$ cat config.mk
export PLATFORM = sky130hd
export DESIGN_NAME = lbc_delay_mem
export DESIGN_NICKNAME = d
export VERILOG_FILES = /design/src/sv/lbc_delay_mem.sv
export SDC_FILE = /design/constraint.sdc
export NUM_CORES = 2
export LEC_CHECK = 0
export ABC_AREA = 1
export BUFFER_PORTS_ARGS = -buffer_cell sky130_fd_sc_hd__clkbuf_2
export CELL_PAD_IN_SITES_DETAIL_PLACEMENT = 1
export CELL_PAD_IN_SITES_GLOBAL_PLACEMENT = 1
export CORE_UTILIZATION = 45
export CTS_CLUSTER_DIAMETER = 200
export DETAILED_ROUTE_END_ITERATION = 12
export PLACE_DENSITY_LB_ADDON = 0.1
export SYNTH_ARGS = -nofsm -noshare
export SYNTH_HDL_FRONTEND = slang
export SYNTH_SLANG_ARGS = --single-unit
$ cat constraint.sdc
create_clock -name clock -period 12.4 [get_ports clock]
set_input_delay 0 -clock clock [delete_from_list [all_inputs] [get_ports clock]]
set_output_delay 0 -clock clock [all_outputs]
set_load 0.05 [all_outputs]
$ cat src/sv/lbc_delay_mem.sv
// Lookahead delay memory, both channels side by side, registered read.
module lbc_delay_mem #(
   parameter int DEPTH  = 64,
   parameter int ADDR_W = 6,
   parameter int DATA_W = 48
) (
   input  logic              clock,
   input  logic              wr_en,
   input  logic [ADDR_W-1:0] wr_addr,
   input  logic [DATA_W-1:0] wr_data,
   input  logic              rd_en,
   input  logic [ADDR_W-1:0] rd_addr,
   output logic [DATA_W-1:0] rd_data
);

   logic [DATA_W-1:0] mem [DEPTH];
   logic [DATA_W-1:0] rd_data_ff;

   assign rd_data = rd_data_ff;

   always_ff @(posedge clock) begin
      if (wr_en) begin
         mem[wr_addr] <= wr_data;
      end
      if (rd_en) begin
         rd_data_ff <= mem[rd_addr];
      end
   end

endmodule

==> flow_summary.rst <==
.. list-table::
   :header-rows: 1

   * - Metric
     - Value
   * - Top library cells by usage in the layout, fill and taps aside
     - 3372 x nand2_1, 3120 x edfxtp_1, 2857 x nand3_1
   * - Slew @ Worst Pin
     - 1359 ps
   * - Mean instance size in the synthesized netlist
     - 12.35 um2
   * - Switching fraction of total power
     - 23.36%
   * - Maximum achievable frequency
     - 260.7 MHz
   * - Worst-Skew Late Latency
     - 900 ps
   * - Type of the tightest min-delay check
     - in -> reg
   * - Crit path to
     - rd_data[33]
   * - Pins Over Slew Limit
     - 0
   * - Topmost layer with routed signal wires
     - met5
   * - Portion of synthesized cell area occupied by the leading cell type
     - 75.07%
   * - Critical-path maximum fanout
     - 133
   * - Cell-internal power
     - 17390 uW
   * - Complex-gate fraction of the synthesized area
     - 0%
   * - Max-Cap Viols
     - 0
   * - RR Endpoint
     - rd_data[1]
   * - Fin cells
     - 14.11k
   * - Register bit total from synthesis
     - 3120
   * - Outcome
     - completed
   * - Portion of the post-synthesis area used by sequential elements
     - 75.07%
   * - DR vias/cell
     - 6.051
   * - Wire length on met1
     - 186.7 mm
   * - Total global-route track usage
     - 31.63%
   * - Number of buffers between clock root and the deepest sink
     - 4
   * - Final worst path period need
     - 3835 ps
   * - CTS Sinks
     - 3120
   * - Post-detailed-route wirelength per cell
     - 31.55 um
   * - Hold_ws
     - 87.60 ps
   * - Inserted Clock Buffers
     - 337
   * - Maximum resistive drop on vdd
     - 128.8 uV
   * - Static Leak
     - 0.04868 uW
   * - Final number of hold-violating endpoints
     - 0
   * - DRT antenna net count
     - 0
   * - Worst reg-to-reg setup slack
     - 10610 ps
   * - Largest family of logic cells by synthesized area
     - simple AND/OR/NAND/NOR gates
   * - Cells on Worst Hold Path
     - 8
   * - Part of the power in combinational logic
     - 6.0%
   * - Nets@finish
     - 10.21k
   * - CP endpoint kind
     - register
   * - Slowest cell delay on critical path
     - 830 ps
   * - Required @ worst endpoint
     - 13040 ps
   * - Final-layout setup total negative slack
     - 0 ps
   * - Floorplan core area
     - 274800 um2
   * - Power density relative to cell area
     - 163.0 nW/um2
   * - Num ports
     - 111
   * - Crit path max-delay family
     - buffers and inverters
   * - Number of cells after detailed placement
     - 13.46k
   * - Cell area after synthesis
     - 124800 um2
   * - Clock slew at the register clock pins of the worst setup and hold paths
     - 60 ps
   * - Launching instance or port of the critical path
     - rd_addr[1]
   * - Fraction of layout cells with a size suffix above 1
     - 8.236%
   * - Area growth syn-to-layout
     - 11.53%
   * - Main area contributors after synthesis
     - edfxtp_1 75%, nand3_1 11%, nand2_1 10%
   * - Simple logic cell fraction of the synthesized area
     - 21.85%
   * - Initial core utilization
     - 45.41%
   * - Final RePlAce weighted congestion
     - 0.8071
   * - CP Data Arrival Time
     - 4470 ps
   * - Arithmetic-cell share of the synthesized area counting full adders, half adders and majority gates
     - 0%
   * - Cell count along the critical path
     - 12
   * - Drt pass-1 iters
     - 5
   * - Number of DRC violations after detailed routing
     - 0
   * - Post-synthesis xor/xnor area fraction
     - 0%
   * - Sum of routed wire length over all layers
     - 445.1 mm
   * - Period utilisation layout
     - 30.93%
   * - Nets in the synthesized netlist
     - 10.17k
   * - R2r worst-path depth
     - 8
   * - Cell accounting for the most synthesized area
     - edfxtp_1
   * - Synthesized netlist cell count
     - 10.11k
   * - Overall die area
     - 279500 um2
   * - Sequential share of power
     - 51.9%
   * - Net switching power
     - 5299 uW
   * - Largest net degree at the start of global routing
     - 183
   * - Proportion of synthesized area in mux cells
     - 0%
   * - Total length of routed met2 wires
     - 209.8 mm
   * - CTS H-tree lvls
     - 5
   * - Number of antenna violations at the first check in global routing
     - 37
   * - Wire length of the first global-routing pass
     - 630.9 mm
   * - YS warnings
     - 0
   * - Startpoint type of the worst setup path
     - input pin
   * - Die outline height
     - 528.6 um
   * - Drt initial violations
     - 10.46k
   * - Buf+Inv Stages, Crit Path
     - 5
   * - Count of distinct cell types in the synthesized netlist
     - 17
   * - Number of vias in the routed layout
     - 85.35k
   * - Met3 wire length
     - 31.70 mm
   * - Crit path cell chain
     - buf_8 > buf_12 > buf_4 > buf_4 > buf_4 > nand3_1 > nand3_1 > nand2_1 > nand2_1 > nand3_1 > nand3_1 > nand2_1
   * - Relative contribution of the clock network to total power
     - 42.1%
   * - Die Wd
     - 528.6 um
   * - Number of input and output port buffers inserted
     - 110
   * - Critical path class
     - in -> reg
   * - Most frequent standard cell in the layout excluding fill and tap cells
     - nand2_1
   * - Slowest cell on the critical path
     - buf_4
   * - Sum of overflow across all layers after global routing
     - 0
   * - Worst clock skew on the final layout
     - 24.98 ps
   * - Post-detail-place hpwl
     - 225.8 mm
   * - CTS tree
     - built
   * - Root Buffer Master
     - clkbuf_16
   * - Vias in the first global route
     - 84.86k
   * - Reg2reg start
     - mem[27][1]
   * - Finish-stage setup viols
     - 0
   * - RSZ-0062 raised after global routing
     - false
   * - Placement Rows
     - 192
   * - Final cell utilization of the core
     - 50.65%
   * - Most Frequent Cell on Critical Path
     - nand3_1
   * - Worst slew margin relative to its limit
     - 9.374%
power groups by stage:
stage          logic (uW)  registers [uW]  clock network, uW
5_1_grt              1460           11800              10000
3_5_place_dp         1340           12000                  0
6_report             1360           11800               9560
2_1_floorplan         731           12000                  0
3_3_place_gp         1310           12000                  0
4_1_cts              1360           11800               9660
cells in the mapped netlist:
cell type	n
nand4_1	9
inv_2	1
buf_8	6
nand2_1	3372
nand3_1	2857
nor2_1	56
buf_12	1
nor4_1	8
inv_1	8
inv_4	1
buf_1	59
clkbuf_1	115
buf_6	68
clkinv_1	2
buf_4	58
edfxtp_1	3120
buf_2	367
tightest hold or removal path: cells and delay by family:
family	cells	cell delay (ps)
AND/OR/NAND/NOR	7	560
buffers and inverters	1	250
stage by stage:
step / total power (uW) / setup WS (ps) / instance area, um2
after global placement: 13300 / 7869 / 128600
after CTS: 22790 / 8793 / 139200
final: 22690 / 8565 / 139200
after floorplan: 12720 / 6694 / 124800
after detailed placement: 13330 / 7814 / 128600
after global routing: 23230 / 8530 / 139200
sequential cells by signal, indices dropped and copies added, names as in the netlist:
| register | count |
|---|---|
| rd_data | 48 |
| mem | 3072 |
area by class of cell:
type,count,area [um2]
fill,27933,135600
sequential,3120,93690
multi-input combinational,6302,27740
clock buffer,412,8864
tap,3686,4612
timing repair buffer,376,2854
clock inverter,184,1310
inverter,12,91.34
antenna,14,35.03
metal layers:
metal	global-route usage (%)	vias to the layer above
li1	-	36180
met1	44.60	44778
met2	50.62	3617
met3	3.759	768
met4	11.38	10
met5	0	-
kinds of logic after synthesis:
logic type,Yosys count
flops,3120
simple gates,6302
buf+inv,686
how the worst min path moves through the flow:
stage | to | slack (ps) | start
after floorplan | mem[0][0] | 100 | wr_data[0]
after global placement | rd_data[32] | 530 | rd_en
after detailed placement | rd_data[32] | 530 | rd_en
after CTS | rd_data[17] | 30 | rd_addr[1]
after global routing | rd_data[17] | 90 | rd_addr[1]
final | rd_data[17] | 90 | rd_addr[1]
repair_timing:
action	CTS	global route
hold buffers	37	0
hold endpoints to repair	1865	0
gates resized for setup	0	0
setup buffers	0	0
(Power assumes the default switching activity.)
