$ cat config.mk
export PLATFORM = sky130hd
export DESIGN_NAME = lbc_divider
export DESIGN_NICKNAME = d
export VERILOG_FILES = /design/src/sv/lbc_pkg.sv /design/src/sv/lbc_divider.sv
export SDC_FILE = /design/constraint.sdc
export NUM_CORES = 1
export LEC_CHECK = 0
export BUFFER_PORTS_ARGS = -buffer_cell sky130_fd_sc_hd__buf_4
export CORE_AREA = 3 3 85 168
export CTS_CLUSTER_SIZE = 12
export DETAILED_ROUTE_END_ITERATION = 12
export DIE_AREA = 0 0 88 171
export GPL_TIMING_DRIVEN = 0
export PLACE_DENSITY_LB_ADDON = 0.3
export SYNTH_ARGS = -nofsm -noshare
export SYNTH_HDL_FRONTEND = slang
export SYNTH_SLANG_ARGS = --single-unit
$ cat constraint.sdc
create_clock -name clock -period 6.6 [get_ports clock]
set_input_delay 0.33 -clock clock [delete_from_list [all_inputs] [get_ports clock]]
set_output_delay 0.33 -clock clock [all_outputs]
set_load 0.05 [all_outputs]
$ cat src/sv/lbc_pkg.sv
// Shared types and constants for the lookahead bass compressor.
package lbc_pkg;

   localparam int SAMPLE_W = 24;
   localparam int ACC_W    = 32;
   localparam int QUOT_W   = 17;
   localparam int CSR_IDX_W  = 3;
   localparam int CSR_DATA_W = 23;

   localparam logic [CSR_IDX_W-1:0] CSR_ENABLE    = 3'd0;
   localparam logic [CSR_IDX_W-1:0] CSR_THRESHOLD = 3'd1;
   localparam logic [CSR_IDX_W-1:0] CSR_MAKEUP    = 3'd2;
   localparam logic [CSR_IDX_W-1:0] CSR_ATTACK    = 3'd3;
   localparam logic [CSR_IDX_W-1:0] CSR_RELEASE   = 3'd4;

   localparam logic [22:0] THRESHOLD_RST = 23'd4194304;
   localparam logic [15:0] MAKEUP_RST    = 16'd4096;
   localparam logic [15:0] ATTACK_RST    = 16'd65208;
   localparam logic [15:0] RELEASE_RST   = 16'd65503;

   localparam logic [17:0] LP_WEIGHT     = 18'd983;
   localparam logic [17:0] OVER_WEIGHT   = 18'd39322;
   localparam logic [22:0] MIN_THRESHOLD = 23'd8389;
   localparam logic [QUOT_W-1:0] UNITY_GAIN = 17'd65536;
   localparam logic [4:0] DIV_LAST_STEP  = 5'd16;

   typedef struct packed {
      logic        enable;
      logic [22:0] threshold;
      logic [15:0] makeup_gain;
      logic [15:0] attack_coef;
      logic [15:0] release_coef;
   } cfg_type;

   typedef struct packed {
      logic        start;
      logic [30:0] thr;
      logic [32:0] denom;
   } div_req_type;

   typedef struct packed {
      logic              done;
      logic [QUOT_W-1:0] quot;
   } div_rsp_type;

endpackage

$ cat src/sv/lbc_divider.sv
// Restoring divider for the gain: (thr << 16) / denom, one quotient bit per cycle.
module lbc_divider (
   input  logic                 clock,
   input  logic                 reset,
   input  lbc_pkg::div_req_type div_req,
   output lbc_pkg::div_rsp_type div_rsp
);
   import lbc_pkg::*;

   logic              busy_ff;
   logic              done_ff;
   logic [4:0]        cnt_ff;
   logic [32:0]       rem_ff;
   logic [32:0]       denom_ff;
   logic              lsb_ff;
   logic [QUOT_W-1:0] quot_ff;

   logic [33:0] shifted;
   logic        fits;
   logic [33:0] diff;
   logic [32:0] rem_in;

   // only the first step brings in a dividend bit (thr[0]); the rest shift in zeros
   always_comb begin
      shifted = {rem_ff, (cnt_ff == DIV_LAST_STEP) ? lsb_ff : 1'b0};
      fits    = shifted >= {1'b0, denom_ff};
      diff    = shifted - {1'b0, denom_ff};
      rem_in  = fits ? diff[32:0] : shifted[32:0];
   end

   always_ff @(posedge clock) begin
      if (reset) begin
         busy_ff <= 1'b0;
         done_ff <= 1'b0;
         cnt_ff  <= '0;
      end else begin
         done_ff <= 1'b0;
         if (div_req.start) begin
            busy_ff <= 1'b1;
            cnt_ff  <= DIV_LAST_STEP;
         end else if (busy_ff) begin
            cnt_ff <= cnt_ff - 5'd1;
            if (cnt_ff == 5'd0) begin
               busy_ff <= 1'b0;
               done_ff <= 1'b1;
            end
         end
      end
   end

   always_ff @(posedge clock) begin
      if (div_req.start) begin
         rem_ff   <= 33'(div_req.thr[30:1]);
         lsb_ff   <= div_req.thr[0];
         denom_ff <= div_req.denom;
      end else if (busy_ff) begin
         rem_ff  <= rem_in;
         quot_ff <= {quot_ff[QUOT_W-2:0], fits};
      end
   end

   assign div_rsp.done = done_ff;
   assign div_rsp.quot = quot_ff;

endmodule

==> run_results.csv <==
group,metric,value,unit
critical_path,crit_top_cell,"ha_1",
global_route,grt_pass1_vias,4759,
layout,nets,713,
layout,fin_area,6623,um2
critical_path,cp.required,6.67,ns
drt,final_antenna_net_count,0,
power,totalPowerFinal,1.976,mW
cts,cts_setup_buffers,0,
timing,setup_tns,0,ns
timing,finalHoldViolations,0,
timing,maxSlewHeadroom,10.24,%
timing,rsz0062_at_grt,"no",
synthesis,ys.flop_type,"edfxtp_1",
outcome,outcome,"completed",
placed_design,place_ws,2.761,ns
floorplanning,die_area,15050,um2
synthesis,yosysWarnings,0,
timing,finalMaxSlewViolations,0,
critical_path,critical-path-max-stage-delay,0.45,ns
placed_design,port_buffers,84,
global_route,grt_pass1_wl,23.39,mm
floorplanning,start_util,41.95,%
placed_design,place_congestion,0.9267,
layout,final_util,50.68,%
layout,seq_area,2633,um2
layout,antennaDiodeCount,0,
synthesis,ys_async_sr_fraction,0,%
drt,drt-vias-per-instance,5.782,
floorplanning,coreArea,13070,um2
cts,cts_sinks,91,
cts,numCtsBuffers,9,
worst_hold_path,hp-class,"in2reg",
cts,cts_resized,0,
layout,final_cell_mix,"buf_4, edfxtp_1, nand2_1",
cts,clock_latency,0.36,ns
cts,cts_tree,"built",
floorplanning,die_h,171,um
layout,fillers,1201,
drt,firstDrtPassIters,5,
layout,multi_input_comb_area,2581,um2
critical_path,end_kind,"flip-flop",
critical_path,critPathKind,"reg2reg",
power,ir_drop,0.1350,mV
timing,whs,0.1431,ns
global_route,use_met2,36.66,%
layout,drive_gt1_share,19.51,%
floorplanning,ios,85,
timing,setup_violations,0,
global_route,antenna_found_initial,0,
drt,wl_per_cell,19.42,um
synthesis,ys_ff_latch,91,
synthesis,ys_seq_area_share,48.03,%
layout,layout_commonest_cell,"buf_4",
critical_path,crit_arrival,3.92,ns
cts,root_buffer,"clkbuf_16",
critical_path,slowest_stage,"a311oi_4",
synthesis,syn-num-nets,618,
layout,fin_cells,767,
synthesis,avgSynthCellArea,10.64,um2
cts,cts_buffer_depth,2,
timing,skew,0.009066,ns
timing,worst_pin_slew,1.345,ns
drt,remaining_drc_errors,0,
synthesis,syn_area,5482,um2
synthesis,synth-edff-count,81,
global_route,grt_use_met1,21.42,%
timing,period_needed,3.843,ns
timing,setup_slack,2.757,ns
synthesis,syn_inst,515,
drt,drt_wl_total,14.89,mm
cts,cts_max_level,3,
cts,cts.clk_slew.worst_paths,0.07,ns
drt,drt_iter0_drc,285,
critical_path,crit_chain,"inv_1 -> ha_1 -> nand4_1 -> ha_1 -> fa_1 -> nor2b_1 -> o31a_1 -> o311a_4 -> o31ai_4 -> a31oi_2 -> a311oi_4 -> inv_2 -> buf_6 -> mux2i_1 -> o21ai_0",
critical_path,cp_max_fo,10,
global_route,grt_usage,20.47,%
global_route,grt_max_degree,36,
timing,max_clock_freq,260.2,MHz
cts,holdBufCountCts,0,
run,cap_violations,0,
layout,syn2layout_area_growth,20.82,%
placed_design,place_hpwl,10.88,mm
drt,num_vias,4435,
floorplanning,std_cell_rows,59,
floorplanning,fp.dieW,88,um
global_route,grt.overflow.total,0,
power,leakage,2.742,nW
synthesis,ys_types,62,
power,p_per_area,298.4,nW/um2
critical_path,cp-start-kind,"flip-flop",
global_route,grt_busiest_layer,"met2",
timing,min_period_over_period,58.22,%
placed_design,dpl_cell_area,6305,um2
global_route,met3_usage,3.952,%
placed_design,dp.cells,751,
state kept, by name, indices dropped and copies added (netlist names):
signal	cells
denom_ff	33
rem_ff	33
quot_ff	17
cnt_ff	5
busy_ff	1
done_ff	1
lsb_ff	1
worst max-delay path, delay by kind of cell (launching register included):
| family | cells | cell delay [ns] |
|---|---|---|
| buffers and inverters | 3 | 0.50 |
| adder cells (fa/ha/maj) | 3 | 0.64 |
| AO/OA/AOI/OAI | 6 | 1.67 |
| AND/OR/NAND/NOR | 2 | 0.21 |
| flip-flops | 1 | 0.38 |
| multiplexers | 1 | 0.16 |
per-layer routing:
layer | routed length (um) | vias to the layer above
met4 | 805 | 0
li1 | - | 2125
met5 | 0 | -
met3 | 779 | 59
met1 | 5266 | 2077
met2 | 8042 | 174
final timing paths:
kind                                 start     endpoint  slack (ns)  cells after the start
worst min register to register  quot_ff[0]   quot_ff[1]        0.46                      0
worst max register to register   cnt_ff[0]   rem_ff[15]        2.76                     15
worst max-delay path             cnt_ff[0]   rem_ff[15]        2.76                     15
worst min-delay path            div_req[3]  denom_ff[3]        0.14                      1
report_power, final:
| group | total (mW) | leakage [nW] | internal [mW] | switching [mW] |
|---|---|---|---|---|
| registers | 0.735 | 0.878 | 0.703 | 0.0319 |
| clock network | 0.551 | 0.155 | 0.304 | 0.247 |
| logic | 0.690 | 1.71 | 0.280 | 0.410 |
logic make-up after synthesis:
logic type | count (synthesis) | share of synthesized area (%)
fa+ha+maj | 36 | 8.354
flops | 91 | 48.03
mux | 11 | 2.077
simple gates | 144 | 13.51
compound gates | 137 | 18.15
buf+inv | 65 | 4.930
xor+xnor | 31 | 4.953
synthesized netlist by cell type, types with 3 or more instances:
cell       instances  area [um2]
a21oi_1           27       135.1
dfxtp_1           10       200.2
a2111oi_0          4       35.03
a211oi_1           3       22.52
o31ai_1            3       22.52
mux2_2             3       33.78
and3_1             5       31.28
inv_1             42       157.7
nand4_1            3       18.77
o21a_1             9       67.56
nand2b_1           3       18.77
o311ai_0          12       105.1
nand2_1           46       172.7
nor3b_1            8       60.06
clkbuf_1          15       56.30
a211o_1            6       52.55
nor2b_1            6       37.54
buf_2              3       15.01
o21ai_0           24       120.1
o211ai_1           6       45.04
nor3_1            13       65.06
mux2i_1            8       80.08
xnor2_1           15       131.4
a221oi_1           3       26.28
edfxtp_1          81        2432
ha_1              35       437.9
xor2_1            16       140.1
nand3_1           11       55.05
nand3b_1          15       112.6
a31oi_1            7       43.79
a21o_1            11       82.58
nor2_1            24       90.09
layout make-up:
type | count | area share (%)
multi-input combinational | 359 | 38.98
clock inverter | 7 | 1.398
clock buffer | 9 | 3.401
buffer | 22 | 1.644
tap | 152 | 2.872
inverter | 43 | 2.437
sequential | 91 | 39.75
timing repair buffer | 84 | 9.522
Power figures use the tool's default switching activity.
