File: src/sv/lbc_pkg.sv
// Shared types and constants for the lookahead bass compressor.
package lbc_pkg;

   localparam int SAMPLE_W = 24;
   localparam int ACC_W    = 32;
   localparam int QUOT_W   = 17;
   localparam int CSR_IDX_W  = 3;
   localparam int CSR_DATA_W = 23;

   localparam logic [CSR_IDX_W-1:0] CSR_ENABLE    = 3'd0;
   localparam logic [CSR_IDX_W-1:0] CSR_THRESHOLD = 3'd1;
   localparam logic [CSR_IDX_W-1:0] CSR_MAKEUP    = 3'd2;
   localparam logic [CSR_IDX_W-1:0] CSR_ATTACK    = 3'd3;
   localparam logic [CSR_IDX_W-1:0] CSR_RELEASE   = 3'd4;

   localparam logic [22:0] THRESHOLD_RST = 23'd4194304;
   localparam logic [15:0] MAKEUP_RST    = 16'd4096;
   localparam logic [15:0] ATTACK_RST    = 16'd65208;
   localparam logic [15:0] RELEASE_RST   = 16'd65503;

   localparam logic [17:0] LP_WEIGHT     = 18'd983;
   localparam logic [17:0] OVER_WEIGHT   = 18'd39322;
   localparam logic [22:0] MIN_THRESHOLD = 23'd8389;
   localparam logic [QUOT_W-1:0] UNITY_GAIN = 17'd65536;
   localparam logic [4:0] DIV_LAST_STEP  = 5'd16;

   typedef struct packed {
      logic        enable;
      logic [22:0] threshold;
      logic [15:0] makeup_gain;
      logic [15:0] attack_coef;
      logic [15:0] release_coef;
   } cfg_type;

   typedef struct packed {
      logic        start;
      logic [30:0] thr;
      logic [32:0] denom;
   } div_req_type;

   typedef struct packed {
      logic              done;
      logic [QUOT_W-1:0] quot;
   } div_rsp_type;

endpackage

File: src/sv/lbc_csr.sv
// Configuration register file for the compressor.
module lbc_csr (
   input  logic                               clock,
   input  logic                               reset,
   input  logic                               csr_valid,
   output logic                               csr_ready,
   input  logic [lbc_pkg::CSR_IDX_W-1:0]      csr_index,
   input  logic [lbc_pkg::CSR_DATA_W-1:0]     csr_data,
   output lbc_pkg::cfg_type                   cfg
);
   import lbc_pkg::*;

   cfg_type cfg_ff;

   assign csr_ready = 1'b1;
   assign cfg       = cfg_ff;

   always_ff @(posedge clock) begin
      if (reset) begin
         cfg_ff.enable       <= 1'b0;
         cfg_ff.threshold    <= THRESHOLD_RST;
         cfg_ff.makeup_gain  <= MAKEUP_RST;
         cfg_ff.attack_coef  <= ATTACK_RST;
         cfg_ff.release_coef <= RELEASE_RST;
      end else if (csr_valid) begin
         unique case (csr_index)
            CSR_ENABLE:    cfg_ff.enable       <= csr_data[0];
            CSR_THRESHOLD: cfg_ff.threshold    <= csr_data;
            CSR_MAKEUP:    cfg_ff.makeup_gain  <= csr_data[15:0];
            CSR_ATTACK:    cfg_ff.attack_coef  <= csr_data[15:0];
            CSR_RELEASE:   cfg_ff.release_coef <= csr_data[15:0];
            default: ;
         endcase
      end
   end

endmodule

File: config.mk
export PLATFORM = sky130hd
export DESIGN_NAME = lbc_csr
export DESIGN_NICKNAME = d
export VERILOG_FILES = /design/src/sv/lbc_pkg.sv /design/src/sv/lbc_csr.sv
export SDC_FILE = /design/constraint.sdc
export NUM_CORES = 1
export LEC_CHECK = 0
export ABC_CLOCK_PERIOD_IN_PS = 1050
export BUFFER_PORTS_ARGS = -buffer_cell sky130_fd_sc_hd__buf_2
export CORE_MARGIN = 2
export CORE_UTILIZATION = 48
export CTS_CLUSTER_SIZE = 24
export DETAILED_ROUTE_END_ITERATION = 8
export PLACE_DENSITY_LB_ADDON = 0.2
export RECOVER_POWER = 25
export SLEW_MARGIN = 20
export SYNTH_ARGS = -nofsm -noshare
export SYNTH_HDL_FRONTEND = slang
export SYNTH_SLANG_ARGS = --single-unit
File: constraint.sdc
create_clock -name clock -period 1.05 [get_ports clock]
set_input_delay 0.0525 -clock clock [delete_from_list [all_inputs] [get_ports clock]]
set_output_delay 0.0525 -clock clock [all_outputs]
set_load 0.02 [all_outputs]
==> results.md <==
Critical path:
- The timing startpoint of the critical path is cfg[3]$_SDFFE_PP1P_.
- The critical path data required time is 1000 ps.
- The dominant delay contributor by cell family on the critical path is flip-flops.
- Walking the worst path, the cells encountered are buf_2.
- The largest single stage delay on the critical path is around 360 ps.
- The register-to-register path setup slack is 410 ps.
- Of all nets on the critical path, the largest fanout is 2.
- Data on the critical path arrives at its endpoint at 880 ps.
- The critical path capture point type is an output pin.
- The critical path launch point type is a flip-flop.
- The cell type of the slowest stage on the worst timing path is sky130_fd_sc_hd__dfxtp_1.
- Counting both buffers and inverters, the worst setup path holds a total of 1.
- The critical path is of the reg -> out type.
- The startpoint of the most critical register-to-register path is cfg[0]$_SDFFE_PP1P_.

Logic synthesis:
- In the synthesized netlist the async set-or-reset flop fraction comes to 0%.
- Of the synthesized area, sequential elements account for 48.20%.
- The fraction of the mapped netlist area in compound gates is 0%.
- The mapped netlist covers 2990 um2.
- The multiplexer share of the synthesized area is 24.10%.
- Ranked by instance count, the synthesized netlist is headed by sky130_fd_sc_hd__dfxtp_1, sky130_fd_sc_hd__mux2i_1, sky130_fd_sc_hd__nand2b_1, sky130_fd_sc_hd__nor2_1, sky130_fd_sc_hd__buf_2.
- The synthesized design contains 0 enable-type register cells.
- The basic-gate share of the synthesized area counting and, or, nand and nor cells is a little under a quarter.
- After synthesis the netlist holds a flip-flop and latch count of slightly above 70.
- In this run the biggest area consumer among cell types represents 48.20% of the synthesized area.
- The mean cell area of the mapped netlist is about 10 um2.
- The xor/xnor cell area share of the yosys netlist is 0%.
- The fraction of the mapped netlist area in adder cells is 0%.
- Synthesis instantiated 15 different standard cells from the library.
- The Yosys step of the flow raised 0 warnings.
- After synthesis, the largest family of logic cells by area is multiplexers.
- The number of nets handed over by synthesis was 317.
- The cell accounting for the most synthesized area is sky130_fd_sc_hd__dfxtp_1.
- Sorting the synthesized cells by area gives the leading types as sky130_fd_sc_hd__dfxtp_1, sky130_fd_sc_hd__mux2i_1, sky130_fd_sc_hd__nand2b_1.
- Synthesis handed over a netlist of 288 instances.
- The flip-flop cell with the highest count after synthesis is sky130_fd_sc_hd__dfxtp_1.

Clock network:
- The TritonCTS sink count is 72.
- At the later pin of the worst-skew pair, clock insertion delay measures 340 ps.
- TritonCTS built the clock tree.
- The buffer count from post-CTS setup fixing is 0.
- The clock-pin transition on the worst setup and hold timing paths is 80 ps.
- In this run, CTS created clock tree buffers numbering 9.
- The H-tree was split into 3 levels.
- CTS placed an instance of sky130_fd_sc_hd__clkbuf_8 at the clock tree root.
- No sink is reached through more buffers than the 2 on the longest clock path.

Routing:
- The detailed router finished its first iteration with 73 violations.
- The count of TritonRoute iterations in the first routing pass is 4.
- The final layout contains routed wiring with a total length of 6470 um.
- Detailed routing placed a total of 343 um of wire on met3.
- For this block, wires on met1 add up to 2799 um.
- In the final routed layout, each cell accounts on average for around 13 um.
- In the routed layout, each cell is associated on average with a via count of 4.801.
- The via total after detailed routing is 2343.
- The wire length on met2 is between 3000 and 4000 um.
- The uppermost signal routing layer after detailed routing is met4.
- After detailed routing, the number of remaining DRC violations is 0.
- In this run the remaining antenna-violating nets after routing total 0.

Placement:
- The count of port buffers added during placement is 100.
- Counting tap cells, the placed design contains a total of 449 instances.
- The post-detailed-placement half-perimeter wirelength is 4368 um.
- The last weighted congestion value of the routability-driven placer is 0.7318.

Power:
- The total power is around 0.0057 W.
- Dividing total power by cell area gives a power density of 1415 nW/um2.
- IR analysis of the VDD net gives a maximum drop of about 0.0009 V.
- The static leakage power is ~1.8 nW.

Global route:
- The maximum number of pins on one net before global-route repair is 42.
- The first-pass GRT wire length is about 11000 um.
- The number of antenna violations at the first check in global routing is 0.
- The total overflow left after global routing is 0.
- The aggregate global-route resource usage is between 10% and 20%.
- The number of global-route vias before repair is 2312.

STA:
- Setup repair after global routing left no endpoint under its margin.
- The number of hold violations in the final report is 0.
- Based on the critical path, the design can be clocked at up to about 1.1 GHz.
- The number of max-slew violations in the final report came to 0.
- The post-route minimum period is 931.1 ps.
- Setup total negative slack on the finished layout was measured at 0 ps.
- The actual transition at the worst max-transition pin is 509.9 ps.
- After layout, the worst path uses between 80 and 90% of the clock period.
- Headroom to the max-slew limit came out at 65.83%.
- On the final layout, the worst clock skew is 0 ps.
- The final number of setup-violating endpoints is 0.
- The post-route worst hold slack is 93.95 ps.

Cells and area:
- After the last flow step, the layout net total stands at 437.
- The number of diodes added for antenna fixing is 0.
- The total area of multi-input combinational cells is 1421 um2.
- The fraction of layout cells with a size suffix above 1 is 28.09%.
- The layout has 474 filler cells.
- The post-synthesis to final-layout area growth is 33.56%.
- The register with the most flip-flops in the layout has 72 of them.
- The count of cells in the finished layout, fillers not included, comes to about 490.
- The sequential cell area is 1441 um2.

Floorplan:
- The floorplan core area is 5956 um2.
- 102 I/O pins were placed.
- The die is between 80 and 90 um tall.
- The die span in x is 82.93 um.
- The initial utilization of the core area, before any placement, comes to around half.
- The floorplan has 28 rows.
- The total die area is 6877 um2.

Min path:
- In this run the most critical hold path is launched from reset.
- The worst hold path class is in -> reg.

Job:
- The reported max-cap violation count is 0.

Run status:
- The flow ran to the end, and the final reports show no timing, DRC or antenna violations.
## cell type report
type,count,area share (%)
Clock buffer,11,3.791
Timing Repair Buffer,132,20.80
Sequential cell,72,36.09
Clock inverter,5,1.378
Tap cell,75,2.350
Multi-Input combinational cell,193,35.59
## report_power, final
group | switching (W) | internal [W]
Clock | 0.00103 | 0.00122
Sequential | 0.0000301 | 0.00279
Combinational | 0.000300 | 0.000283
Total | 0.00136 | 0.00429
## routing by layer
layer  global-route usage (%)  up-vias
met5                        0        -
met4                    9.836        0
met1                    22.73     1077
met3                    4.771        9
met2                    32.40       71
li1                         -     1186
## logic make-up after synthesis
family        count (synthesis)
mux                          72
simple gates                120
flops                        72
buf+inv                      23
other cells                   1
## worst paths after layout
check,to,cells after the start
max reg2reg,cfg[0]$_SDFFE_PP1P_,2
min reg2reg,cfg[50]$_SDFFE_PP0P_,2
max,cfg[3],1
min,cfg[37]$_SDFFE_PP0P_,3
## timing repair
action                                 in CTS  in global routing
gates resized for setup                     0                  0
hold buffers                               23                  0
endpoints found under the hold margin      37                  0
setup endpoints to repair                   0                  0
## cell usage in the layout (no fill, tap or decap), types with 2 or more instances in the layout
| cell | Yosys | routed |
|---|---|---|
| sky130_fd_sc_hd__buf_2 | 9 | 90 |
| sky130_fd_sc_hd__nand2b_1 | 66 | 66 |
| sky130_fd_sc_hd__nand4bb_1 | 2 | 2 |
| sky130_fd_sc_hd__dfxtp_1 | 72 | 72 |
| sky130_fd_sc_hd__nor2_1 | 45 | 45 |
| sky130_fd_sc_hd__clkbuf_8 | 0 | 11 |
| sky130_fd_sc_hd__mux2i_1 | 72 | 72 |
| sky130_fd_sc_hd__dlygate4sd3_1 | 0 | 23 |
| sky130_fd_sc_hd__clkinvlp_4 | 0 | 2 |
| sky130_fd_sc_hd__clkbuf_2 | 1 | 2 |
| sky130_fd_sc_hd__and4bb_1 | 3 | 3 |
| sky130_fd_sc_hd__buf_12 | 0 | 4 |
| sky130_fd_sc_hd__buf_4 | 6 | 3 |
| sky130_fd_sc_hd__clkinv_2 | 0 | 2 |
| sky130_fd_sc_hd__clkbuf_1 | 7 | 10 |
## per-stage QoR
step,setup WS [ps],utilization (%),cell area (um2)
after detailed placement,20.30,60.34,3593
final,118.9,67.06,3994
after global routing,46.58,67.06,3994
after global placement,42.33,60.34,3593
after CTS,103.9,67.67,4030
after floorplan,145.9,-,2990
Note: power is estimated with default switching activity, not from simulation.
