`config.mk`:
```
export PLATFORM = sky130hd
export DESIGN_NAME = lbc_engine
export DESIGN_NICKNAME = d
export VERILOG_FILES = /design/src/sv/lbc_pkg.sv /design/src/sv/lbc_engine.sv
export SDC_FILE = /design/constraint.sdc
export NUM_CORES = 2
export LEC_CHECK = 0
export BUFFER_PORTS_ARGS = -buffer_cell sky130_fd_sc_hd__buf_4
export CAP_MARGIN = 10
export CORE_UTILIZATION = 50
export CTS_BUF_LIST = sky130_fd_sc_hd__clkbuf_8
export CTS_CLUSTER_DIAMETER = 150
export DETAILED_ROUTE_END_ITERATION = 7
export GPL_ROUTABILITY_DRIVEN = 0
export GPL_TIMING_DRIVEN = 0
export HOLD_SLACK_MARGIN = 0.03
export PLACE_DENSITY = 0.67
export RECOVER_POWER = 100
export SYNTH_ARGS = -nofsm -noshare
export SYNTH_HDL_FRONTEND = slang
export SYNTH_SLANG_ARGS = --single-unit
```
`constraint.sdc`:
```
create_clock -name clock -period 12.9 [get_ports clock]
set_input_delay 0.645 -clock clock [delete_from_list [all_inputs] [get_ports clock]]
set_output_delay 0.645 -clock clock [all_outputs]
set_load 0.02 [all_outputs]
```
`src/sv/lbc_pkg.sv`:
```
// Shared types and constants for the lookahead bass compressor.
package lbc_pkg;

   localparam int SAMPLE_W = 24;
   localparam int ACC_W    = 32;
   localparam int QUOT_W   = 17;
   localparam int CSR_IDX_W  = 3;
   localparam int CSR_DATA_W = 23;

   localparam logic [CSR_IDX_W-1:0] CSR_ENABLE    = 3'd0;
   localparam logic [CSR_IDX_W-1:0] CSR_THRESHOLD = 3'd1;
   localparam logic [CSR_IDX_W-1:0] CSR_MAKEUP    = 3'd2;
   localparam logic [CSR_IDX_W-1:0] CSR_ATTACK    = 3'd3;
   localparam logic [CSR_IDX_W-1:0] CSR_RELEASE   = 3'd4;

   localparam logic [22:0] THRESHOLD_RST = 23'd4194304;
   localparam logic [15:0] MAKEUP_RST    = 16'd4096;
   localparam logic [15:0] ATTACK_RST    = 16'd65208;
   localparam logic [15:0] RELEASE_RST   = 16'd65503;

   localparam logic [17:0] LP_WEIGHT     = 18'd983;
   localparam logic [17:0] OVER_WEIGHT   = 18'd39322;
   localparam logic [22:0] MIN_THRESHOLD = 23'd8389;
   localparam logic [QUOT_W-1:0] UNITY_GAIN = 17'd65536;
   localparam logic [4:0] DIV_LAST_STEP  = 5'd16;

   typedef struct packed {
      logic        enable;
      logic [22:0] threshold;
      logic [15:0] makeup_gain;
      logic [15:0] attack_coef;
      logic [15:0] release_coef;
   } cfg_type;

   typedef struct packed {
      logic        start;
      logic [30:0] thr;
      logic [32:0] denom;
   } div_req_type;

   typedef struct packed {
      logic              done;
      logic [QUOT_W-1:0] quot;
   } div_rsp_type;

endpackage

```
`src/sv/lbc_engine.sv`:
```
// Frame sequencer: shared multiplier, filter and envelope state, delay line control.
module lbc_engine #(
   parameter int DEPTH = 64,
   parameter int PTR_W = 6
) (
   input  logic                                clock,
   input  logic                                reset,
   input  lbc_pkg::cfg_type                    cfg,
   input  logic                                req_valid,
   output logic                                req_ready,
   input  logic signed [lbc_pkg::SAMPLE_W-1:0] req_left,
   input  logic signed [lbc_pkg::SAMPLE_W-1:0] req_right,
   input  logic                                req_last,
   output logic                                res_valid,
   input  logic                                res_ready,
   output logic signed [lbc_pkg::SAMPLE_W-1:0] res_left,
   output logic signed [lbc_pkg::SAMPLE_W-1:0] res_right,
   output logic                                res_last,
   output logic                                mem_rd_en,
   output logic [PTR_W-1:0]                    mem_rd_addr,
   input  logic [2*lbc_pkg::SAMPLE_W-1:0]      mem_rd_data,
   output logic                                mem_wr_en,
   output logic [PTR_W-1:0]                    mem_wr_addr,
   output logic [2*lbc_pkg::SAMPLE_W-1:0]      mem_wr_data,
   output lbc_pkg::div_req_type                div_req,
   input  lbc_pkg::div_rsp_type                div_rsp
);
   import lbc_pkg::*;

   typedef enum logic [18:0] {
      ST_IDLE     = 19'h00001,
      ST_LP_DL    = 19'h00002,
      ST_LP_DR    = 19'h00004,
      ST_LP_DW    = 19'h00008,
      ST_PEAK     = 19'h00010,
      ST_ENV_A    = 19'h00020,
      ST_ENV_B    = 19'h00040,
      ST_ENV_C    = 19'h00080,
      ST_OVER     = 19'h00100,
      ST_DIV_GO   = 19'h00200,
      ST_DIV_WAIT = 19'h00400,
      ST_LP_SL    = 19'h00800,
      ST_LP_SR    = 19'h01000,
      ST_F_BL     = 19'h02000,
      ST_F_BR     = 19'h04000,
      ST_F_GL     = 19'h08000,
      ST_F_GR     = 19'h10000,
      ST_OUT_R    = 19'h20000,
      ST_EMIT     = 19'h40000
   } state_type;

   function automatic logic signed [ACC_W-1:0] lp_next(
      input logic signed [ACC_W-1:0] lp,
      input logic signed [52:0]      p
   );
      logic signed [37:0] s;
      s = 38'(lp) + 38'($signed(p[52:16]));
      if (s > 38'sd2147483647) begin
         return 32'sh7FFFFFFF;
      end else if (s < -38'sd2147483648) begin
         return 32'sh80000000;
      end
      return s[31:0];
   endfunction

   function automatic logic signed [SAMPLE_W-1:0] sat24(input logic signed [52:0] p);
      logic signed [32:0] y;
      y = $signed(p[52:20]);
      if (y > 33'sd8388607) begin
         return 24'sh7FFFFF;
      end else if (y < -33'sd8388608) begin
         return 24'sh800000;
      end
      return y[23:0];
   endfunction

   function automatic logic [ACC_W-1:0] mag(input logic signed [ACC_W-1:0] v);
      return v[ACC_W-1] ? (~v + 32'd1) : v;
   endfunction

   state_type state_ff, state_in;

   // filter and envelope state
   logic signed [ACC_W-1:0] dlpl_ff, dlpr_ff, slpl_ff, slpr_ff;
   logic [ACC_W-1:0]        env_ff;
   logic [PTR_W-1:0]        ptr_ff;
   logic                    wrapped_ff;

   // per-frame working registers
   logic signed [SAMPLE_W-1:0] xl_ff, xr_ff;
   logic                       last_ff;
   logic [ACC_W-1:0]           peak_ff;
   logic [15:0]                coef_ff;
   logic [47:0]                acc_ff;
   logic [QUOT_W-1:0]          gain_ff;
   logic signed [34:0]         mixl_ff, mixr_ff;
   logic signed [SAMPLE_W-1:0] resl_ff, resr_ff;
   logic signed [52:0]         prod_ff;

   logic signed [34:0]         mul_a;
   logic signed [17:0]         mul_b;
   logic                       accept;
   logic                       reduce;
   logic [ACC_W-1:0]           thr;
   logic [ACC_W-1:0]           peak_in;
   logic [48:0]                env_sum;
   logic signed [SAMPLE_W-1:0] dl, dr;
   logic signed [34:0]         dl_hi, dr_hi;
   logic signed [37:0]         mix_in;

   assign accept    = req_valid && req_ready;
   assign req_ready = (state_ff == ST_IDLE);
   assign thr       = {1'b0, cfg.threshold, 8'd0};
   assign reduce    = (cfg.threshold >= MIN_THRESHOLD) && (env_ff > thr);
   assign peak_in   = (mag(dlpr_ff) > mag(dlpl_ff)) ? mag(dlpr_ff) : mag(dlpl_ff);
   assign env_sum   = 49'(acc_ff) + 49'(prod_ff[47:0]);

   // entries not yet written since reset read as zero
   assign dl    = wrapped_ff ? $signed(mem_rd_data[SAMPLE_W-1:0]) : '0;
   assign dr    = wrapped_ff ? $signed(mem_rd_data[2*SAMPLE_W-1:SAMPLE_W]) : '0;
   assign dl_hi = 35'($signed({dl, 8'd0})) - 35'(slpl_ff);
   assign dr_hi = 35'($signed({dr, 8'd0})) - 35'(slpr_ff);
   assign mix_in = 38'($signed(prod_ff[52:16]))
                 + 38'((state_ff == ST_F_BR) ? dl_hi : dr_hi);

   always_comb begin
      mul_a = '0;
      mul_b = '0;
      case (state_ff)
         ST_LP_DL: begin
            mul_a = 35'($signed({xl_ff, 8'd0})) - 35'(dlpl_ff);
            mul_b = LP_WEIGHT;
         end
         ST_LP_DR: begin
            mul_a = 35'($signed({xr_ff, 8'd0})) - 35'(dlpr_ff);
            mul_b = LP_WEIGHT;
         end
         ST_ENV_A: begin
            mul_a = 35'(env_ff);
            mul_b = 18'(coef_ff);
         end
         ST_ENV_B: begin
            mul_a = 35'(peak_ff);
            mul_b = 18'(17'd65536 - 17'(coef_ff));
         end
         ST_OVER: begin
            mul_a = 35'(env_ff - thr);
            mul_b = OVER_WEIGHT;
         end
         ST_LP_SL: begin
            mul_a = dl_hi;
            mul_b = LP_WEIGHT;
         end
         ST_LP_SR: begin
            mul_a = dr_hi;
            mul_b = LP_WEIGHT;
         end
         ST_F_BL: begin
            mul_a = 35'(slpl_ff);
            mul_b = 18'(gain_ff);
         end
         ST_F_BR: begin
            mul_a = 35'(slpr_ff);
            mul_b = 18'(gain_ff);
         end
         ST_F_GL: begin
            mul_a = mixl_ff;
            mul_b = 18'(cfg.makeup_gain);
         end
         ST_F_GR: begin
            mul_a = mixr_ff;
            mul_b = 18'(cfg.makeup_gain);
         end
         default: ;
      endcase
   end

   always_comb begin
      state_in = state_ff;
      unique case (state_ff)
         ST_IDLE:     if (accept) state_in = cfg.enable ? ST_LP_DL : ST_EMIT;
         ST_LP_DL:    state_in = ST_LP_DR;
         ST_LP_DR:    state_in = ST_LP_DW;
         ST_LP_DW:    state_in = ST_PEAK;
         ST_PEAK:     state_in = ST_ENV_A;
         ST_ENV_A:    state_in = ST_ENV_B;
         ST_ENV_B:    state_in = ST_ENV_C;
         ST_ENV_C:    state_in = ST_OVER;
         ST_OVER:     state_in = reduce ? ST_DIV_GO : ST_LP_SL;
         ST_DIV_GO:   state_in = ST_DIV_WAIT;
         ST_DIV_WAIT: if (div_rsp.done) state_in = ST_LP_SL;
         ST_LP_SL:    state_in = ST_LP_SR;
         ST_LP_SR:    state_in = ST_F_BL;
         ST_F_BL:     state_in = ST_F_BR;
         ST_F_BR:     state_in = ST_F_GL;
         ST_F_GL:     state_in = ST_F_GR;
         ST_F_GR:     state_in = ST_OUT_R;
         ST_OUT_R:    state_in = ST_EMIT;
         ST_EMIT:     if (res_ready) state_in = ST_IDLE;
         default:     state_in = ST_IDLE;
      endcase
   end

   always_ff @(posedge clock) begin
      if (reset) begin
         state_ff   <= ST_IDLE;
         dlpl_ff    <= '0;
         dlpr_ff    <= '0;
         slpl_ff    <= '0;
         slpr_ff    <= '0;
         env_ff     <= '0;
         ptr_ff     <= '0;
         wrapped_ff <= 1'b0;
      end else begin
         state_ff <= state_in;
         if (state_ff == ST_LP_DR) dlpl_ff <= lp_next(dlpl_ff, prod_ff);
         if (state_ff == ST_LP_DW) dlpr_ff <= lp_next(dlpr_ff, prod_ff);
         if (state_ff == ST_ENV_C) env_ff  <= env_sum[47:16];
         if (state_ff == ST_LP_SR) slpl_ff <= lp_next(slpl_ff, prod_ff);
         if (state_ff == ST_F_BL)  slpr_ff <= lp_next(slpr_ff, prod_ff);
         if (state_ff == ST_OUT_R) begin
            if (ptr_ff == PTR_W'(DEPTH - 1)) begin
               ptr_ff     <= '0;
               wrapped_ff <= 1'b1;
            end else begin
               ptr_ff <= ptr_ff + 1'b1;
            end
         end
      end
   end

   always_ff @(posedge clock) begin
      prod_ff <= mul_a * mul_b;
      if (accept) begin
         xl_ff   <= req_left;
         xr_ff   <= req_right;
         last_ff <= req_last;
         resl_ff <= req_left;
         resr_ff <= req_right;
      end
      if (state_ff == ST_PEAK) begin
         peak_ff <= peak_in;
         coef_ff <= (peak_in > env_ff) ? cfg.attack_coef : cfg.release_coef;
      end
      if (state_ff == ST_ENV_B) acc_ff <= prod_ff[47:0];
      if (state_ff == ST_OVER && !reduce) gain_ff <= UNITY_GAIN;
      if (state_ff == ST_DIV_WAIT && div_rsp.done) gain_ff <= div_rsp.quot;
      if (state_ff == ST_F_BR) mixl_ff <= mix_in[34:0];
      if (state_ff == ST_F_GL) mixr_ff <= mix_in[34:0];
      if (state_ff == ST_F_GR) resl_ff <= sat24(prod_ff);
      if (state_ff == ST_OUT_R) resr_ff <= sat24(prod_ff);
   end

   assign div_req.start = (state_ff == ST_DIV_GO);
   assign div_req.thr   = thr[30:0];
   assign div_req.denom = 33'(thr) + 33'(prod_ff[47:16]);

   assign mem_rd_en   = accept && cfg.enable;
   assign mem_rd_addr = ptr_ff;
   assign mem_wr_en   = (state_ff == ST_OUT_R);
   assign mem_wr_addr = ptr_ff;
   assign mem_wr_data = {xr_ff, xl_ff};

   assign res_valid = (state_ff == ST_EMIT);
   assign res_left  = resl_ff;
   assign res_right = resr_ff;
   assign res_last  = last_ff;

`ifndef SYNTH
   a_div_done_waited: assert property (@(posedge clock) disable iff (reset)
      div_rsp.done |-> state_ff == ST_DIV_WAIT)
      else $error("divider finished outside its wait state");

   a_gain_bounded: assert property (@(posedge clock) disable iff (reset)
      state_ff == ST_F_BL |-> gain_ff <= UNITY_GAIN)
      else $error("gain above unity");

   a_env_bounded: assert property (@(posedge clock) disable iff (reset)
      env_ff <= 32'h80000000)
      else $error("envelope beyond full scale");

   a_mem_write_once: assert property (@(posedge clock) disable iff (reset)
      mem_wr_en |=> !mem_wr_en && state_ff == ST_EMIT)
      else $error("delay line written twice for one frame");
`endif

endmodule

```
==> metrics.txt <==
cts repair resizes=0; Root Driver=clkbuf_8; Worst Max-Slew Pin Slew=2.52 ns; Worst Path Buf+Inv=7; minimum clock period=12.72 ns; Congestion Overflow GR=0; status=finished, violations left; Bufs on Longest Clock Path=3; Post-synth EDFFs=280; clk sink count=519; pwr dens=57.6 mW/mm^2; Final Cycle Share=98.6%; hold_ws=0.166 ns; YS warnings=0; CP delay by family, top=adder cells; Rows=130; Final Max Tran Viols=127; drc violations=1; first-pass GRT wire length=368000 microns; final setup violation count=0; ys async rst share=0%; Layout fillers=11.8k; unrepaired setup endpoints after global routing=false; initial core utilization=50.6%; Hold Startpoint=div_rsp[16]; Netlist cell types=114; Initial DRT Pass Iterations=8; postcts setup bufs=0; Worst Hold Depth=2; register area share after synthesis=20.6%; DIE AREA=0.129 sq mm; r2r endpoint=prod_ff[45]; Reg2Reg Launch Point=state_ff[11]; worst rel slew slack=-68.1%; Worst VDD drop=0.000113 V; Worst Setup Start Kind=register; overall power=4.06 mW; CTS tree=yes; I/O pin cnt=369; Crit path required time=13.56 ns; Worst Skew=0.0617 ns; Hold Crit Class=in2reg; Mean Syn Cell Area=8.63 sq um; area delta synth->final=10.5%; Post-Route WL=254000 microns; worst-skew pair later-pin latency=0.82 ns; CP Max Fanout=10; fin worst setup slack=0.181 ns; initial antenna violation count=24; fmax=78.6 MHz; multi-input logic area=0.0455 sq mm; total negative slack=0 ns; Routed Antenna Nets=0; dpl cells=9437; pre-CTS setup slack=0.764 ns; Final nets=9260; worst-case reg-to-reg path depth=32; DRT iter0 DRCs=8420; DR WL/cell=26.2 microns; Util after Layout=55.9%; Yosys reg bits=519; Post-Syn Instances=7404; Max stage delay on crit path=0.99 ns; final hold violation count=0; Max Cap Viol=5; CP startpoint=state_ff[11]; CP endpoint kind=register; Finished Cell Area=0.0706 sq mm; Worst R2R Setup Slack=0.18 ns; Worst Hold End=gain_ff[16]; chip width=359 microns; Cell Area, Synth=0.0639 sq mm; Crit-path slowest cell=clkbuf_1; Post-Layout Cell Count=9669; storage element area=0.0132 sq mm; core area=0.126 sq mm; Critical Setup Path Class=reg2reg; Pleak=32.6 nW; Num CTS Buffers=90; H-tree depth=3; CP dominant cell by count=fa_1; Worst-path clk slew=0.07 ns; placed cell area=0.0690 sq mm; Via density=6.25; pin count of the biggest net entering global routing=43; dpl hpwl=206000 microns; vias in the first global route=57.0k; Port Buffers=359; failing checks=DRC, capacitance limit, slew limit; layout cells sized above 1=7.13%; Die H=359 microns; crit path DAT=13.38 ns; via count=60.5k; Synth Flop Type=edfxtp_1; GR Util All Layers=38.4%
[power by group]
group / total [mW] / switching (mW) / internal, mW
Clock: 1.65 / 0.810 / 0.836
Sequential: 1.83 / 0.0467 / 1.78
Combinational: 0.588 / 0.393 / 0.195
Total: 4.06 / 1.25 / 2.81
[worst max path at each step]
stage                             end  slack [ns]  depth (start not counted)
after global placement    prod_ff[52]       -0.38                         34
final                     prod_ff[45]        0.18                         32
after floorplan           prod_ff[46]        3.21                         35
after CTS                 prod_ff[52]        0.68                         34
after detailed placement  prod_ff[52]        0.76                         34
after global routing      prod_ff[52]        0.01                         35
[synthesized netlist by cell type, types with 112 or more instances]
master    number  area [sq um]
a21oi_1      484          2420
clkbuf_1     219           822
fa_1         573         11500
a21o_1       232          1740
edfxtp_1     280          8410
inv_1        964          3620
dfxtp_1      239          4780
nand2_1      699          2620
nand3_1      116           581
nor2_1       534          2000
xor2_1       138          1210
o21ai_0      294          1470
xnor2_1      285          2500
nor2b_1      112           701
ha_1         566          7080
[what timing repair did]
item                       4_1_cts  5_1_grt
setup endpoints to repair        0        0
hold buffers                    49        0
hold endpoints to repair        49        0
[logic make-up after synthesis]
kind of cell	share of synthesized area [%]
adders and majority gates	29.0
buffers and inverters	8.20
AOI/OAI and AO/OA	18.7
and+or+nand+nor	16.5
DFF	20.6
other	0.00587
xor gates and xnor gates	5.82
muxes	1.09
[sequential cells by signal (all words and copies together) (netlist names), 32 cells and up]
register  cells
dlpl_ff      32
mixr_ff      35
env_ff       32
peak_ff      32
slpr_ff      32
slpl_ff      32
prod_ff      53
dlpr_ff      32
mixl_ff      35
acc_ff       48
[routing by layer]
metal / routed length, microns / track usage (%)
met1: 97600 / 51.5
met2: 101000 / 54.0
met4: 19700 / 24.6
met3: 34800 / 10.9
met5: 212 / 0.629
[cell type report]
type                    instances  share of cell area [%]
diodes                         14                  0.0496
plain buffers                 333                    2.25
clock buffers                  99                    1.93
clock inverters                68                   0.691
inverters                     964                    5.13
multi-input cells            5595                    64.5
flip-flops and latches        519                    18.7
well taps                    1650                    2.93
repair buffers                427                    3.81
[cells in the final DEF (no fill, tap or decap), types with 26 or more instances in the layout]
master	n
xor2_1	138
buf_4	201
and3_1	69
and2_1	95
o21ai_0	297
o211ai_1	36
ha_1	566
mux2i_1	44
a21o_1	232
dfxtp_1	239
inv_1	986
or2_2	64
xnor2_1	285
clkbuf_8	99
nand3_1	116
a22oi_1	59
nor2_1	534
o32ai_1	28
clkbuf_1	418
a211oi_1	79
nor3_1	96
a211o_1	27
clkbuf_4	41
or3_1	73
dlygate4sd3_1	52
a221oi_1	81
o21bai_1	55
fa_1	573
nand2_1	699
nor2b_1	112
nand2b_1	105
o21a_1	51
o31ai_1	34
a31oi_1	62
a21oi_1	484
nand4_1	70
buf_2	26
nor4_1	38
edfxtp_1	280
[worst register-to-register path, delay by kind of cell (launching register included)]
kind                       cells  cell delay (ns)
adders and majority gates      7             3.53
and+or+nand+nor               10             3.36
buffers and inverters          7             2.69
AOI/OAI and AO/OA              7             2.57
DFF                            1             0.30
xor gates and xnor gates       1             0.12
Note: power is estimated with default switching activity, not from simulation.
